File: src/rtl/core/ndr_ram.sv
`timescale 1ns / 1ps
`default_nettype none

module ndr_ram #(
    parameter int WIDTH = 32,
    parameter int DEPTH = 64
) (
    input  wire logic                     i_clk,
    input  wire logic                     i_we,
    input  wire logic [$clog2(DEPTH)-1:0] i_waddr,
    input  wire logic [WIDTH-1:0]         i_wdata,
    input  wire logic [$clog2(DEPTH)-1:0] i_raddr,
    output logic      [WIDTH-1:0]         o_rdata
);

    logic [WIDTH-1:0] r_mem [DEPTH];
    logic [WIDTH-1:0] r_rdata;

    always_ff @(posedge i_clk) begin
        if (i_we) begin
            r_mem[i_waddr] <= i_wdata;
        end
        r_rdata <= r_mem[i_raddr];
    end

    assign o_rdata = r_rdata;

endmodule

`default_nettype wire

File: config.mk
export PLATFORM = sky130hd
export DESIGN_NAME = ndr_ram
export DESIGN_NICKNAME = d
export VERILOG_FILES = /design/src/rtl/core/ndr_ram.sv
export SDC_FILE = /design/constraint.sdc
export NUM_CORES = 2
export LEC_CHECK = 0
export BUFFER_PORTS_ARGS = -buffer_cell sky130_fd_sc_hd__buf_2
export CAP_MARGIN = 20
export CELL_PAD_IN_SITES_DETAIL_PLACEMENT = 1
export CELL_PAD_IN_SITES_GLOBAL_PLACEMENT = 2
export CORE_UTILIZATION = 35
export CTS_CLUSTER_DIAMETER = 80
export CTS_CLUSTER_SIZE = 40
export DETAILED_ROUTE_END_ITERATION = 6
export HOLD_SLACK_MARGIN = 0.15
export PLACE_DENSITY = 0.6
export SYNTH_ARGS = -nofsm -noshare
export SYNTH_HDL_FRONTEND = slang
export SYNTH_SLANG_ARGS = --single-unit
File: constraint.sdc
create_clock -name i_clk -period 3.8 [get_ports i_clk]
set_clock_uncertainty 0.1 [all_clocks]
set_input_delay 0.38 -clock i_clk [delete_from_list [all_inputs] [get_ports i_clk]]
set_output_delay 0.38 -clock i_clk [all_outputs]
set_load 0.01 [all_outputs]
==> key figures <==
Timing
  • Worst Max-Slew Pin Slew: 0.980 ns
  • Unrepaired setup endpoints after global routing: false
  • Number of failing setup endpoints in the final timing report: 0
  • Fmax: 359 MHz
  • Max-slew violations: 0
  • Final hold vios: 0
  • Final period util: 0.733
  • Final worst path period need: 2.79 ns
  • Setup ws final: 1.01 ns
  • Setup TNS: 0 ns
  • Max-slew headroom: 0.347

Drt
  • DRC: 0
  • Max Used Layer: met5
  • WL met1: 103 mm
  • Met2 wire length: 111 mm
  • Via density: 5.55
  • WL met3: 10.9 mm
  • WL final: 228 mm
  • Detailed Routing Iterations Pass 1: 5
  • DR WL/cell: 34.0 um
  • Post-route ant nets: 0
  • DR iter-0 viols: 3,854
  • Via count: 37.3k

Global routing
  • Vias in the first global route: 38.3k
  • GRT Total Usage: 0.202
  • Global-route wire length before repair: 316 mm
  • Initial antenna violation count: 12
  • Largest net degree at the start of global routing: 65
  • Grt total ovfl: 0

Worst setup path
  • Worst path top cell family by delay: multiplexers
  • WP depth: 8
  • Critical Path Max Stage Delay: 0.74 ns
  • Worst Path Buf+Inv: 4
  • CP arrival: 3.35 ns
  • R2R cell count: 4
  • CP max-delay cell: o22ai_1
  • Crit-path max FO: 23
  • Worst Setup Start Kind: input pin
  • CP Cell Sequence: buf_8 -> buf_12 -> buf_12 -> buf_12 -> mux4_2 -> mux4_2 -> o22ai_1 -> nor2_1
  • Critical path endpoint category: register
  • Crit-path most repeated cell: buf_12
  • WS Path Type: in2reg
  • Required time worst endpoint: 4.36 ns

Synth
  • Post-synthesis mux area share: 0.168
  • XOR/XNOR share of the synthesized area: 0
  • Top cells by area, synth: edfxtp_1 78%, mux4_2 16%, mux2i_1 1.2%, dfxtp_1 0.82%, o22ai_1 0.67%
  • #FFs+latches synth: 2,080
  • Most numerous cell in the Yosys netlist: edfxtp_1
  • Async S/R FF share, synth: 0
  • Post-synthesis adder-cell area fraction: 0
  • Synth Area in Simple Gates: 0.0127
  • Register area share after synthesis: 0.791
  • Main combinational cell family by area after synthesis: multiplexers
  • Synthesized instance count: 3,324
  • Yosys top cell by area: edfxtp_1
  • Distinct cells, synth: 34
  • Compound-Gate Fraction of Synth Area: 0.0167
  • YS warnings: 0
  • Post-synth EDFFs: 2,048
  • Synth Flop Type: edfxtp_1
  • Syn_nets: 3,370
  • Synth Cell Area: 78,500 um2
  • Synth Area per Inst: 23.6 um2
  • Post-synth top area share: 0.783
  • Top post-synthesis cells by count: 2,048 x edfxtp_1, 544 x mux4_2, 137 x nor2_1

Floorplan
  • Die extent in x: 476 um
  • Core area: 223,000 um2
  • Initial Utilization: 0.353
  • Die height: 476 um
  • Total die area: 226,000 um2
  • Row cnt: 173
  • Ports: 78

Clocking
  • Maximum root-to-sink buffer count: 3
  • TritonCTS clock tree: done
  • Clock Tree Root: clkbuf_16
  • Clock latency on the worst-skew pair: 0.80 ns
  • CTS Buf Count: 113
  • CTS H-tree depth: 3
  • Clock transition at path regs: 0.12 ns
  • TritonCTS sink count: 2,080

Run
  • Max_cap viols: 0

Worst hold path
  • HP Class: in2reg
  • Hold Path Cell Cnt: 1

Layout
  • Nets@finish: 3,690
  • Fin area: 90,000 um2
  • Layout cells sized above 1: 0.314
  • Area Overhead vs Synth: 14.7%

Power and ir drop
  • Leak Pwr: 0.0276 uW
  • Worst vdd ir: 382 uV
  • PwrDens: 482 nW/um2
  • Final Power: 43,400 uW

Place
  • DP Area: 85,100 um2
  • Port buffer count: 77
  • Post-Place Worst Slack: 0.0439 ns
  • Final GP Congestion: 0.746
  • DPL Wire Length: 134 mm

Status
  • Status: completed
area by class of cell:
cell class / count / area, um2
Sequential cell: 2080 / 62100
Tap cell: 2975 / 3720
Timing Repair Buffer: 387 / 3870
Fill cell: 20789 / 132000
Multi-Input combinational cell: 1062 / 16000
Clock inverter: 96 / 1420
Clock buffer: 119 / 2900
Antenna cell: 2 / 5.00
layout by cell type, fill, tap and decap left out, drive strengths merged, types with 6 or more instances in the layout:
cell type	count
a21oi	62
a22oi	12
a311oi	8
buf	352
bufinv	7
clkbuf	119
clkinv	35
clkinvlp	6
dfxtp	32
dlygate4sd3	35
edfxtp	2048
inv	48
mux2i	93
mux4	544
nand2	26
nand2b	8
nor2	137
nor2b	15
nor3	7
o221ai	27
o22ai	84
report_power, final:
group	total [uW]	leakage, uW	switching (uW)	internal [uW]
clock network	15300	0.00207	8650	6670
logic	2570	0.00681	1560	1010
registers	25500	0.0187	121	25400
kinds of logic after synthesis:
group,count (synthesis)
DFF,2080
muxes,637
and+or+nand+nor,223
AOI/OAI and AO/OA,202
buffers and inverters,182
metal layers:
metal	GRT usage	vias up
met2	0.330	1061
met3	0.0215	169
li1	-	14878
met4	0.0340	6
met5	0	-
met1	0.295	21167
through the flow:
step	hold slack (ns)	util	cells
finish	0.205	0.405	6721
global route	0.214	0.405	6720
CTS	0.180	0.403	6691
global placement	0.585	0.382	6455
floorplan	0.379	-	3324
detailed placement	0.591	0.382	6455
state kept, by name, summed over array words and instances (netlist names):
register / cells
r_mem: 2048
o_rdata: 32
path summary, 6_finish.rpt:
check | start | end | slack [ns]
worst max register to register | r_mem[53][0] | o_rdata[0] | 1.27
worst min-delay path | i_wdata[31] | r_mem[50][31] | 0.20
worst min register to register | r_mem[12][17] | o_rdata[17] | 0.66
worst max-delay path | i_raddr[0] | o_rdata[2] | 1.01
repair_timing:
item | CTS | global route
hold buffers | 21 | 14
resized for setup | 0 | 0
endpoints found under the hold margin | 505 | 718
buffers inserted | 0 | 0
Power figures use the tool's default switching activity.
