### src/rtl/core/ndr_pkg.sv
`timescale 1ns / 1ps
`default_nettype none

package ndr_pkg;

    // Q16.16 and Q1.16 unity.
    localparam logic [16:0] ONE_Q16 = 17'd65536;

    // Configuration register indexes.
    localparam int          CFG_AW        = 1;
    localparam logic [0:0]  REG_DISCOUNT  = 1'd0;
    localparam logic [0:0]  REG_LOOKAHEAD = 1'd1;

    typedef enum logic [7:0] {
        S_LOAD = 8'b0000_0001,
        S_BRD  = 8'b0000_0010,
        S_BADD = 8'b0000_0100,
        S_PMUL = 8'b0000_1000,
        S_PWR  = 8'b0001_0000,
        S_ERD  = 8'b0010_0000,
        S_EMUL = 8'b0100_0000,
        S_EADD = 8'b1000_0000
    } t_state;

    // Request to the shared multiplier: product = (factor * value) >>> 16.
    typedef struct packed {
        logic               en;
        logic [16:0]        factor;
        logic signed [31:0] value;
    } t_mul_req;

    // Add or subtract two Q16.16 values and clamp to the 32-bit range.
    function automatic logic signed [31:0] sat_add(
        input logic signed [31:0] a,
        input logic signed [31:0] b,
        input logic               sub
    );
        logic signed [33:0] s;
        s = sub ? (34'(a) - 34'(b)) : (34'(a) + 34'(b));
        if (s > 34'sd2147483647) begin
            return 32'sh7FFF_FFFF;
        end else if (s < -34'sd2147483648) begin
            return 32'sh8000_0000;
        end else begin
            return s[31:0];
        end
    endfunction

endpackage

`default_nettype wire

### src/rtl/core/ndr_mul.sv
`timescale 1ns / 1ps
`default_nettype none

module ndr_mul (
    input  wire logic              i_clk,
    input  wire ndr_pkg::t_mul_req i_req,
    output logic signed [31:0]     o_prod
);

    logic signed [49:0] w_full;
    logic signed [31:0] r_prod;

    // The factor never exceeds 1.0, so the shifted product fits in 32 bits.
    // The arithmetic shift rounds toward minus infinity.
    assign w_full = $signed({1'b0, i_req.factor}) * i_req.value;

    always_ff @(posedge i_clk) begin
        if (i_req.en) begin
            r_prod <= w_full[47:16];
        end
    end

    assign o_prod = r_prod;

endmodule

`default_nettype wire

### config.mk
export PLATFORM = sky130hd
export DESIGN_NAME = ndr_mul
export DESIGN_NICKNAME = d
export VERILOG_FILES = /design/src/rtl/core/ndr_pkg.sv /design/src/rtl/core/ndr_mul.sv
export SDC_FILE = /design/constraint.sdc
export NUM_CORES = 1
export LEC_CHECK = 0
export BUFFER_PORTS_ARGS = -buffer_cell sky130_fd_sc_hd__buf_4
export CAP_MARGIN = 20
export CORE_AREA = 2 2 190 192
export CTS_CLUSTER_DIAMETER = 40
export DETAILED_ROUTE_END_ITERATION = 7
export DIE_AREA = 0 0 192 194
export PLACE_DENSITY_LB_ADDON = 0.15
export SLEW_MARGIN = 20
export SYNTH_ARGS = -nofsm -noshare
export SYNTH_HDL_FRONTEND = slang
export SYNTH_SLANG_ARGS = --single-unit
export TNS_END_PERCENT = 1
### constraint.sdc
create_clock -name i_clk -period 17.9 [get_ports i_clk]
set_clock_uncertainty 0.15 [all_clocks]
set_input_delay 1.79 -clock i_clk [delete_from_list [all_inputs] [get_ports i_clk]]
set_output_delay 1.79 -clock i_clk [all_outputs]
set_load 0.01 [all_outputs]
==> flow_summary.toml <==
[detailed_routing]
ant_nets = 0
drc = 0
drt-total-wl_microns = 45200
wl_per_cell_microns = 17.9
drtIter0Drc = 562
drt_first_pass_iters = 6
via_count = 13097
vias_per_cell = 5.20

[final_layout]
final_common_cell = "inv_1"
fin_cells = 2520
syn_to_final_growth_pct = 5.47
largest_reg_flops = 32
mostFrequentLayoutCells = "580 x inv_1, 507 x fa_1, 311 x and2_1"
fillers = 3167
n_antenna_cell = 0
layout-drive-gt1-share_pct = 4.66
multi_input_area_sq_um = 15700
regArea_sq_um = 961
nets = 2726

[clock_tree]
clkTransAtPathRegs_ps = 80
post_cts_buffers = 0
cts_tree = "yes"
cts_sinks = 32
clockBufferDepth = 2
numCtsBuffers = 5
cts_hold_buffers = 0
htreeDepth = 2
post_cts_resized = 0
cts-root-buf = "clkbuf_16"

[grt]
grt_overflow = 0
grt_pass1_wl_microns = 78300
antenna_found_initial = 0
grtUsageTotal_pct = 27.0
grt_pass1_vias = 15031
grt_max_degree = 34

[critical_path]
cp_max_fo = 32
crit_path_frequent_cell = "fa_1"
crit_chain = "buf_4 -> and2_1 -> fa_1 -> fa_1 -> ha_1 -> fa_1 -> inv_1 -> fa_1 -> inv_1 -> fa_1 -> ha_1 -> nand4_1 -> a211oi_1 -> o21ai_2 -> o311ai_1 -> a211o_1 -> a31oi_1 -> o31ai_1 -> a21oi_1 -> xnor2_1"
crit_arrival_ps = 8380
start_kind = "input port"
cp_data_required_time_ps = 17800
crit_type = "input port to register"
cpPeakStageDelay_ps = 600
crit_slowest_cell = "a211oi_1"
critPathCaptureType = "register"

[logic_synthesis]
yosysWarnings = 0
synth-simple-area-share_pct = 16.3
syn-num-nets = 2720
synth_xor_area_share_pct = 2.15
synth.distinct_cells = 37
synth-seq-area-share_pct = 5.03
netlist_instances = 2052
synth-adder-area-share_pct = 60.3
ys_ff_latch = 32
syn_area_sq_um = 19100
synth_compound_area_share_pct = 3.22
synth_top_family_by_area = "adder cells"
syn_area_per_cell_sq_um = 9.31
synthMuxAreaShare_pct = 0

[floorplanning]
coreArea_sq_um = 35200
num_rows = 69
start_util_pct = 54.3
fp.dieArea_sq_um = 37200
die_x_microns = 192
ios = 83
die_y_microns = 194

[placement]
dp_slack_ps = 9250
place_congestion = 0.852
io_buffers = 82
dp_cells = 2512
dp_hpwl_microns = 36300

[sta]
setup_tns_ps = 0
fin_crit_sh_pct = 47.3
maxSlewViolCount = 0
period_minus_slack_ps = 8470
finalSetupViolations = 0
hold_viol = 0
rsz0062_at_grt = "false"
worst_slew_pin_slew_ps = 883
fin_ws_ps = 9430
fmax_mhz = 118
slew_headroom_pct = 41.1

[run_status]
run_status = "complete, no violations"

[hold_path]
hold_path_end = "o_prod[21]"
hp-start = "i_req[49]"
hold_path_class = "input port to register"
hold_depth = 1

[run]
maxCapViolCount = 0
==> layout make-up <==
cell class	instances	share of cell area [%]
tap	461	2.86
multi-input combinational	1357	77.7
sequential	32	4.77
inverter	580	10.8
clock inverter	2	0.174
clock buffer	6	0.639
timing repair buffer	82	3.05
==> cells by family (layout without fill, tap and decap cells) <==
family | Yosys count | after routing
flops | 32 | 32
simple gates | 603 | 603
xor+xnor | 47 | 47
buf+inv | 663 | 670
compound gates | 90 | 90
fa+ha+maj | 617 | 617
==> cell usage after synthesis, drive strengths merged <==
cell type	n	area share [%]
a2111oi	2	0.22
a211o	2	0.092
a211oi	8	0.31
a21o	17	0.67
a21oi	32	0.84
a31oi	1	0.033
a41o	2	0.16
and2	311	10
and3	2	0.065
and4	2	0.092
clkbuf	83	1.6
edfxtp	32	5.0
fa	507	53
ha	110	7.2
inv	580	11
nand2	248	4.9
nand2b	3	0.098
nand3	3	0.079
nand4	7	0.23
nor2	15	0.29
nor2b	4	0.13
nor3	5	0.13
o2111ai	1	0.046
o211ai	1	0.039
o21a	1	0.039
o21ai	13	0.36
o21bai	4	0.16
o311ai	1	0.046
o31ai	4	0.16
o41ai	1	0.046
or2	3	0.098
xnor2	30	1.4
xor2	17	0.78
==> worst max path at each step <==
stage | startpoint | endpoint | slack, ps | cells past startpoint
after floorplan | i_req[35] | o_prod[31] | 10250 | 20
after global placement | i_req[36] | o_prod[28] | 9350 | 20
after detailed placement | i_req[36] | o_prod[28] | 9250 | 20
after CTS | i_req[36] | o_prod[28] | 9550 | 20
after global routing | i_req[41] | o_prod[24] | 9260 | 23
final | i_req[36] | o_prod[28] | 9430 | 20
==> stage by stage <==
step / util (%) / hold WS [ps] / instance area, sq um
after floorplan: - / 1750 / 19100
after global placement: 56.8 / 2050 / 20000
after detailed placement: 56.8 / 2050 / 20000
after CTS: 57.2 / 1820 / 20200
after global routing: 57.2 / 1840 / 20200
final: 57.2 / 1810 / 20200
==> routing by layer <==
| metal | global-route usage (%) | vias to the layer above | part of all wire (%) |
|---|---|---|---|
| li1 | - | 5810 | - |
| met2 | 46.5 | 356 | 51 |
| met1 | 37.3 | 6871 | 43 |
| met4 | 5.54 | 0 | 1.9 |
| met3 | 2.93 | 60 | 4.8 |
| met5 | 0 | - | 0 |
==> worst max-delay path: cells and delay by family <==
| kind | cells | cell delay, ps |
|---|---|---|
| compound gates | 7 | 2730 |
| xor+xnor | 1 | 150 |
| fa+ha+maj | 7 | 2900 |
| buf+inv | 3 | 410 |
| simple gates | 2 | 380 |
Power is left out: the tool's default activity adds up to more than one toggle a clock period on the data nets, which glitch-free logic cannot reach.
